### config.mk
export PLATFORM = sky130hd
export DESIGN_NAME = fixed_point_iir_direct_form1_top
export DESIGN_NICKNAME = d
export VERILOG_FILES = /design/src/rtl/fpiir_pkg.sv /design/src/rtl/fpiir_mac.sv /design/src/rtl/fixed_point_iir_direct_form1_top.sv
export SDC_FILE = /design/constraint.sdc
export NUM_CORES = 2
export LEC_CHECK = 0
export CAP_MARGIN = 20
export CORE_MARGIN = 2
export CORE_UTILIZATION = 65
export CTS_CLUSTER_DIAMETER = 100
export DETAILED_ROUTE_END_ITERATION = 16
export DONT_BUFFER_PORTS = 1
export PLACE_DENSITY = 0.92
export SLEW_MARGIN = 20
export SYNTH_ARGS = -nofsm -noshare
export SYNTH_HDL_FRONTEND = slang
export SYNTH_SLANG_ARGS = --single-unit
### constraint.sdc
create_clock -name clk -period 11.9 [get_ports clk]
set_clock_uncertainty 0.2 [all_clocks]
set_input_delay 2.38 -clock clk [delete_from_list [all_inputs] [get_ports clk]]
set_output_delay 2.38 -clock clk [all_outputs]
set_load 0.02 [all_outputs]
### src/rtl/fpiir_pkg.sv
`timescale 1ns / 1ps

package fpiir_pkg;

    // Filter shape: TAPS feedforward taps, TAPS-1 feedback taps (a0 is one)
    localparam int TAPS     = 7;
    localparam int HIST     = TAPS - 1;
    localparam int TAP_W    = (TAPS > 1) ? $clog2(TAPS) : 1;
    localparam int HIST_W   = (HIST > 1) ? $clog2(HIST) : 1;

    localparam int SAMPLE_W = 16;
    localparam int COEF_W   = 16;
    localparam int PROD_W   = SAMPLE_W + COEF_W;
    localparam int FRAC_W   = 4;
    localparam int CFG_W    = 64;
    localparam int CFG_IDX_W = 3;

    // Configuration register indexes
    localparam logic [CFG_IDX_W-1:0] REG_FRAC_BITS     = 3'd0;
    localparam logic [CFG_IDX_W-1:0] REG_FWD_COEF_LOW  = 3'd1;
    localparam logic [CFG_IDX_W-1:0] REG_FWD_COEF_HIGH = 3'd2;
    localparam logic [CFG_IDX_W-1:0] REG_FB_COEF_LOW   = 3'd3;
    localparam logic [CFG_IDX_W-1:0] REG_FB_COEF_HIGH  = 3'd4;

    localparam logic [FRAC_W-1:0] FRAC_BITS_RESET = 4'd14;

    // Control from the sequencer to one MAC lane
    typedef struct packed {
        logic clear;   // zero the accumulator
        logic issue;   // register a new product
    } mac_ctrl_t;

    // Saturate a wide signed value to 16 bits
    function automatic logic signed [SAMPLE_W-1:0] sat16(input logic signed [PROD_W:0] v);
        logic signed [SAMPLE_W-1:0] r;
        if (v > 33'sd32767)
            r = 16'sh7FFF;
        else if (v < -33'sd32768)
            r = 16'sh8000;
        else
            r = v[SAMPLE_W-1:0];
        return r;
    endfunction

endpackage

### src/rtl/fpiir_mac.sv
`timescale 1ns / 1ps

module fpiir_mac (
    input  logic                                 clk,
    input  logic                                 rst_n,
    input  fpiir_pkg::mac_ctrl_t                 ctrl,
    input  logic signed [fpiir_pkg::COEF_W-1:0]  coef,
    input  logic signed [fpiir_pkg::SAMPLE_W-1:0] data,
    input  logic [fpiir_pkg::FRAC_W-1:0]         frac_bits,
    output logic signed [fpiir_pkg::SAMPLE_W-1:0] acc
);
    import fpiir_pkg::*;

    logic signed [PROD_W-1:0]   prod_reg;
    logic signed [PROD_W-1:0]   prod_next;
    logic                       prod_vld_reg;
    logic signed [SAMPLE_W-1:0] acc_reg;
    logic signed [SAMPLE_W-1:0] acc_next;
    logic signed [PROD_W:0]     rnd;
    logic signed [PROD_W:0]     rounded;
    logic signed [PROD_W:0]     shifted;
    logic signed [SAMPLE_W-1:0] term;
    logic signed [SAMPLE_W:0]   sum;

    assign prod_next = coef * data;

    // Round half up, floor shift, saturate, then saturating add
    always_comb
    begin
        if (frac_bits == '0)
            rnd = '0;
        else
            rnd = 33'sd1 <<< (frac_bits - 4'd1);
        rounded  = {prod_reg[PROD_W-1], prod_reg} + rnd;
        shifted  = rounded >>> frac_bits;
        term     = sat16(shifted);
        sum      = {acc_reg[SAMPLE_W-1], acc_reg} + {term[SAMPLE_W-1], term};
        acc_next = sat16({{(PROD_W-SAMPLE_W){sum[SAMPLE_W]}}, sum});
    end

    always_ff @(posedge clk or negedge rst_n)
    begin
        if (!rst_n)
        begin
            prod_vld_reg <= 1'b0;
            acc_reg      <= '0;
        end
        else
        begin
            prod_vld_reg <= ctrl.issue;
            if (ctrl.clear)
                acc_reg <= '0;
            else if (prod_vld_reg)
                acc_reg <= acc_next;
        end
    end

    always_ff @(posedge clk)
    begin
        if (ctrl.issue)
            prod_reg <= prod_next;
    end

    assign acc = acc_reg;

endmodule

### src/rtl/fixed_point_iir_direct_form1_top.sv
`timescale 1ns / 1ps

// Channel   Direction  Handshake             Payload
// input     in         in_valid / in_ready   sample_in[15:0] signed, start_of_block
// output    out        out_valid / out_ready sample_out[15:0] signed
// config    in         cfg_we (no wait)      cfg_index[2:0], cfg_data[63:0]
//
// After acceptance, two MAC lanes step one tap per cycle in RUN, DRAIN lets
// the product register drain into the accumulators, and DONE forms the output
// difference and stores it in the result register. The sequencer then returns
// to idle before it accepts the next request.
// in_ready is high only while idle; a held result does not stop the next
// request from being accepted, but the next result waits for out_ready.
// Reset clears the histories, the sequencer and the coefficient registers, and sets frac_bits to 14.
module fixed_point_iir_direct_form1_top (
    input  logic                                     clk,
    input  logic                                     rst_n,
    input  logic                                     in_valid,
    output logic                                     in_ready,
    input  logic signed [fpiir_pkg::SAMPLE_W-1:0]    sample_in,
    input  logic                                     start_of_block,
    output logic                                     out_valid,
    input  logic                                     out_ready,
    output logic signed [fpiir_pkg::SAMPLE_W-1:0]    sample_out,
    input  logic                                     cfg_we,
    input  logic [fpiir_pkg::CFG_IDX_W-1:0]          cfg_index,
    input  logic [fpiir_pkg::CFG_W-1:0]              cfg_data
);
    import fpiir_pkg::*;

    // Sequencer states
    localparam logic [1:0] S_IDLE  = 2'd0;
    localparam logic [1:0] S_RUN   = 2'd1;
    localparam logic [1:0] S_DRAIN = 2'd2;
    localparam logic [1:0] S_DONE  = 2'd3;

    logic [1:0]                 state_reg;
    logic [1:0]                 state_next;
    logic [TAP_W-1:0]           step_reg;
    logic [TAP_W-1:0]           step_next;

    // Configuration registers
    logic [FRAC_W-1:0]          frac_bits_reg;
    logic [CFG_W-1:0]           fwd_low_reg;
    logic [CFG_W-1:0]           fwd_high_reg;
    logic [CFG_W-1:0]           fb_low_reg;
    logic [CFG_W-1:0]           fb_high_reg;

    // Histories: entry 0 is the most recent past sample
    logic signed [SAMPLE_W-1:0] hist_x_reg [HIST];
    logic signed [SAMPLE_W-1:0] hist_y_reg [HIST];
    logic signed [SAMPLE_W-1:0] x_reg;

    logic                       out_valid_reg;
    logic signed [SAMPLE_W-1:0] out_reg;

    logic                       accept;
    logic                       finish;
    logic [HIST_W-1:0]          hidx;
    logic [2*CFG_W-1:0]         fwd_all;
    logic [2*CFG_W-1:0]         fb_all;
    logic signed [COEF_W-1:0]   fwd_coef;
    logic signed [COEF_W-1:0]   fb_coef;
    logic signed [SAMPLE_W-1:0] fwd_data;
    logic signed [SAMPLE_W-1:0] fb_data;
    mac_ctrl_t                  fwd_ctrl;
    mac_ctrl_t                  fb_ctrl;
    logic signed [SAMPLE_W-1:0] acc_b;
    logic signed [SAMPLE_W-1:0] acc_a;
    logic signed [SAMPLE_W:0]   diff;
    logic signed [SAMPLE_W-1:0] y;

    assign in_ready = (state_reg == S_IDLE);
    assign accept   = in_valid && in_ready;
    assign finish   = (state_reg == S_DONE) && (!out_valid_reg || out_ready);

    // Configuration writes; unknown indexes drop
    always_ff @(posedge clk or negedge rst_n)
    begin
        if (!rst_n)
        begin
            frac_bits_reg <= FRAC_BITS_RESET;
            fwd_low_reg   <= '0;
            fwd_high_reg  <= '0;
            fb_low_reg    <= '0;
            fb_high_reg   <= '0;
        end
        else if (cfg_we)
        begin
            unique case (cfg_index)
                REG_FRAC_BITS:     frac_bits_reg <= cfg_data[FRAC_W-1:0];
                REG_FWD_COEF_LOW:  fwd_low_reg   <= cfg_data;
                REG_FWD_COEF_HIGH: fwd_high_reg  <= cfg_data;
                REG_FB_COEF_LOW:   fb_low_reg    <= cfg_data;
                REG_FB_COEF_HIGH:  fb_high_reg   <= cfg_data;
                default: ;
            endcase
        end
    end

    // Sequencer: one tap per cycle in RUN, then drain and form the result
    always_comb
    begin
        state_next = state_reg;
        step_next  = step_reg;
        unique case (state_reg)
            S_IDLE:
            begin
                if (accept)
                begin
                    state_next = S_RUN;
                    step_next  = '0;
                end
            end
            S_RUN:
            begin
                if (step_reg == TAP_W'(TAPS - 1))
                    state_next = S_DRAIN;
                else
                    step_next = step_reg + 1'b1;
            end
            S_DRAIN:
                state_next = S_DONE;
            S_DONE:
            begin
                if (finish)
                    state_next = S_IDLE;
            end
            default:
                state_next = S_IDLE;
        endcase
    end

    always_ff @(posedge clk or negedge rst_n)
    begin
        if (!rst_n)
        begin
            state_reg <= S_IDLE;
            step_reg  <= '0;
        end
        else
        begin
            state_reg <= state_next;
            step_reg  <= step_next;
        end
    end

    // Tap operands: feedforward tap 0 uses the new sample, feedback starts at a1
    assign fwd_all  = {fwd_high_reg, fwd_low_reg};
    assign fb_all   = {fb_high_reg, fb_low_reg};
    assign hidx     = (step_reg == '0) ? '0 : HIST_W'(step_reg - 1'b1);
    assign fwd_coef = fwd_all[{step_reg, 4'b0000} +: COEF_W];
    assign fb_coef  = fb_all[{hidx, 4'b0000} +: COEF_W];
    assign fwd_data = (step_reg == '0) ? x_reg : hist_x_reg[hidx];
    assign fb_data  = hist_y_reg[hidx];

    assign fwd_ctrl.clear = accept;
    assign fwd_ctrl.issue = (state_reg == S_RUN);
    assign fb_ctrl.clear  = accept;
    assign fb_ctrl.issue  = (state_reg == S_RUN) && (step_reg != '0);

    fpiir_mac u_fwd_mac (
        .clk       (clk),
        .rst_n     (rst_n),
        .ctrl      (fwd_ctrl),
        .coef      (fwd_coef),
        .data      (fwd_data),
        .frac_bits (frac_bits_reg),
        .acc       (acc_b)
    );

    fpiir_mac u_fb_mac (
        .clk       (clk),
        .rst_n     (rst_n),
        .ctrl      (fb_ctrl),
        .coef      (fb_coef),
        .data      (fb_data),
        .frac_bits (frac_bits_reg),
        .acc       (acc_a)
    );

    // Output: saturated difference of the two accumulators, taken wide
    assign diff = {acc_b[SAMPLE_W-1], acc_b} - {acc_a[SAMPLE_W-1], acc_a};
    assign y    = sat16({{(PROD_W-SAMPLE_W){diff[SAMPLE_W]}}, diff});

    always_ff @(posedge clk)
    begin
        if (accept)
            x_reg <= sample_in;
        if (finish)
            out_reg <= y;
    end

    // Histories: clear on a block start, advance when the result is stored
    always_ff @(posedge clk or negedge rst_n)
    begin
        if (!rst_n)
        begin
            for (int i = 0; i < HIST; i++)
            begin
                hist_x_reg[i] <= '0;
                hist_y_reg[i] <= '0;
            end
        end
        else if (accept && start_of_block)
        begin
            for (int i = 0; i < HIST; i++)
            begin
                hist_x_reg[i] <= '0;
                hist_y_reg[i] <= '0;
            end
        end
        else if (finish)
        begin
            for (int i = HIST - 1; i > 0; i--)
            begin
                hist_x_reg[i] <= hist_x_reg[i-1];
                hist_y_reg[i] <= hist_y_reg[i-1];
            end
            hist_x_reg[0] <= x_reg;
            hist_y_reg[0] <= y;
        end
    end

    // Result register: hold until taken
    always_ff @(posedge clk or negedge rst_n)
    begin
        if (!rst_n)
            out_valid_reg <= 1'b0;
        else if (finish)
            out_valid_reg <= 1'b1;
        else if (out_ready)
            out_valid_reg <= 1'b0;
    end

    assign out_valid  = out_valid_reg;
    assign sample_out = out_reg;

`ifndef SYNTHESIS
    a_accept_starts_run: assert property (@(posedge clk) disable iff (!rst_n)
        (in_valid && in_ready) |=> (state_reg == S_RUN && step_reg == '0))
        else $error("accepted request did not start the tap sweep");

    a_drain_after_last_tap: assert property (@(posedge clk) disable iff (!rst_n)
        (state_reg == S_DRAIN) |-> ($past(step_reg) == TAP_W'(TAPS - 1)))
        else $error("drain entered before the last tap");

    a_result_from_done: assert property (@(posedge clk) disable iff (!rst_n)
        $rose(out_valid) |-> ($past(state_reg) == S_DONE))
        else $error("result shown without a finished request");
`endif

endmodule
==> impl_results.md <==
* Final Non-Filler Cells at 5,893
* Core region area at 77,720 um^2
* Routed WL at 144.3 mm
* Vias per cell at 6.636
* WS Path Type: reg -> reg
* CP Max Fanout at 20
* Post-synth EDFFs at 96
* CP startpoint: step_reg[2]
* Synth Warn # at 0
* Root Driver: clkbuf_16
* Final worst path period share at 90.56%
* Total clock sinks at 588
* Max-Cap Viols at 0
* Postcts setup bufs at 0
* CP endpoint kind: flop
* Final Max Slew Viols at 0
* Cts bufs inserted at 61
* Skew-Pair Late Insertion Delay at 0.68 ns
* Area leader, netlist: dfrtp_1
* Die area at 81,120 um^2
* Netlist cell types at 97
* Outcome: complete, no violations
* Worst path arrival time at 10.96 ns
* Clock-pin slew of the registers on the worst-case setup and hold paths at 0.07 ns
* DP HPWL at 103.0 mm
* R2r setup slk at 1.12 ns
* Grt ovf at 0
* Vias in the first global route at 40,950
* Max transition margin at 24.26%
* Share of cells above drive strength 1 at 12.56%
* Post-Syn Area at 51,260 um^2
* Async set-reset flop share out of synthesis at 83.67%
* Main area contributors after synthesis: dfrtp_1 (24%), fa_1 (21%), mux2_2 (6.3%)
* GRT Util Overall at 35.77%
* Die height at 284.8 um
* Syn avg cell area at 10.41 um^2
* Worst-Margin Slew at 1.136 ns
* Rows at 102
* Vias at 39,100
* Pre-CTS setup slack at 1.600 ns
* DR pass1 iterations at 7
* # DRC at 0
* HP Class: reg -> reg
* Final setup viols at 0
* H-tree depth at 2
* Synth Register Bits at 588
* Setup TNS at 0 ns
* Most used DFF post-synth: dfrtp_1
* R2R Path Start: step_reg[2]
* Cts hold-fix bufs at 0
* Post-CTS Resized at 0
* Antenna violations before repair at 4
* First-pass GRT wire length at 226.5 mm
* Top Ports at 107
* Largest net degree at the start of global routing at 493
* WL per Instance at 24.48 um
* I/O Buffers at 0
* Share of the synthesized area in the top cell type at 23.87%
* CP max stage delay at 0.81 ns
* Sequential area share after synthesis at 29.65%
* Final core occ at 69.86%
* Final hold viol count at 0
* Worst Slack Setup Final at 1.123 ns
* Final min period at 10.78 ns
* WP data required at 12.08 ns
* Post-synthesis cell count at 4,925
* P&R area growth vs syn at 5.924%
* Highest clock rate at 92.79 MHz
* Placer Congestion at 0.9786
* CTS Buffer Depth at 3
* Min-delay src: hist_y_reg[15]
* Max stage delay cell, worst path: dfrtp_1
* Starting density of the core at 65.95%
* Die W at 284.8 um
* RSZ-0062 raised after global routing: false
* Setup crit start kind: flop
* Nets at 5,653
* Number of cells after detailed placement at 5,769
* CTS tree: yes
* Starting DRC count in detailed routing at 4,715
* Post-DRT Antenna Nets at 0
logic make-up (layout without fill, tap and decap cells):
kind of cell,count (synthesis),count (layout),share of synthesized area [%]
AOI/OAI and AO/OA,848,848,11.50
xor gates and xnor gates,153,153,2.614
adders and majority gates,769,769,26.51
buffers and inverters,862,784,6.396
DFF,588,588,29.65
muxes,487,487,12.63
other,1,7,0.007316
and+or+nand+nor,1217,1217,10.69
layout by cell type, fill, tap and decap left out, types with 12 or more instances in the layout:
master	n
ha_1	238
buf_4	59
a211oi_1	30
a31oi_1	14
xor2_1	37
nor2_1	335
a22o_1	190
mux2_2	286
nand3_1	45
and2_1	60
nand2b_1	53
mux4_2	99
xnor2_1	116
a21oi_1	189
o211ai_1	15
a21o_1	44
a221o_1	30
clkbuf_16	63
o21a_1	19
o21ai_0	154
clkbuf_1	12
and3_1	17
o31ai_1	18
nor3_1	35
or3_1	16
or2_2	14
inv_1	601
edfxtp_1	96
o21ai_1	21
o21bai_1	19
mux2i_1	101
dfrtp_1	487
fa_1	529
clkinv_2	16
nor2b_1	41
nand2_1	531
per-stage QoR:
step                hold WS, ns  instance area (um^2)
global route             0.3147                 54280
CTS                      0.3034                 54190
detailed placement       0.2829                 52080
floorplan                0.2554                 51260
global placement         0.2793                 52070
finish                   0.2979                 54290
worst max-delay path: cells and delay by family, from the launching register on:
kind,cells,cell delay (ns)
buf+inv,8,1.48
fa+ha+maj,8,3.22
flops,1,0.81
xor+xnor,1,0.09
simple gates,5,1.76
compound gates,9,2.29
mux,1,0.60
cells in the mapped netlist, types with 22 or more instances:
cell,instances
mux2_2,286
a211oi_1,30
xnor2_1,116
mux2i_1,102
mux4_2,99
nand2b_1,53
a21oi_1,190
a21o_1,44
clkbuf_1,200
a22o_1,190
and2_1,60
nand3_1,46
edfxtp_1,96
nor3_1,36
nor2b_1,42
nor2_1,339
o21ai_1,22
dfrtp_1,489
ha_1,239
a221o_1,30
o21ai_0,154
nand2_1,531
buf_1,42
fa_1,529
xor2_1,37
inv_1,604
path summary, 6_finish.rpt:
check	endpoint	cells after the start
max in group asynchronous	fwd_low_reg[16]	2
max reg2reg	u_fb_mac.prod_reg[31]	32
min in group asynchronous	hist_y_reg[90]	0
max	u_fb_mac.prod_reg[31]	32
min	hist_y_reg[15]	1
min reg2reg	hist_y_reg[15]	1
metal layers:
metal / up-vias / GRT usage [%] / routed length, um
met5: - / 0 / 13
met4: 2 / 19.75 / 9330
met3: 683 / 9.640 / 17370
met2: 2684 / 55.99 / 66110
met1: 19380 / 45.61 / 51440
li1: 16360 / - / -
cell type report:
cell class	count	area [um^2]
inverter	607	2278
antenna	5	12.51
fill	4936	23430
clock inverter	32	374.1
clock buffer	83	1732
sequential	588	15200
multi-input combinational	3476	32870
timing repair buffer	62	525.5
tap	1040	1301
Power is not shown: default switching activity piles up to over one toggle a cycle in this logic, so the estimate is an artifact.
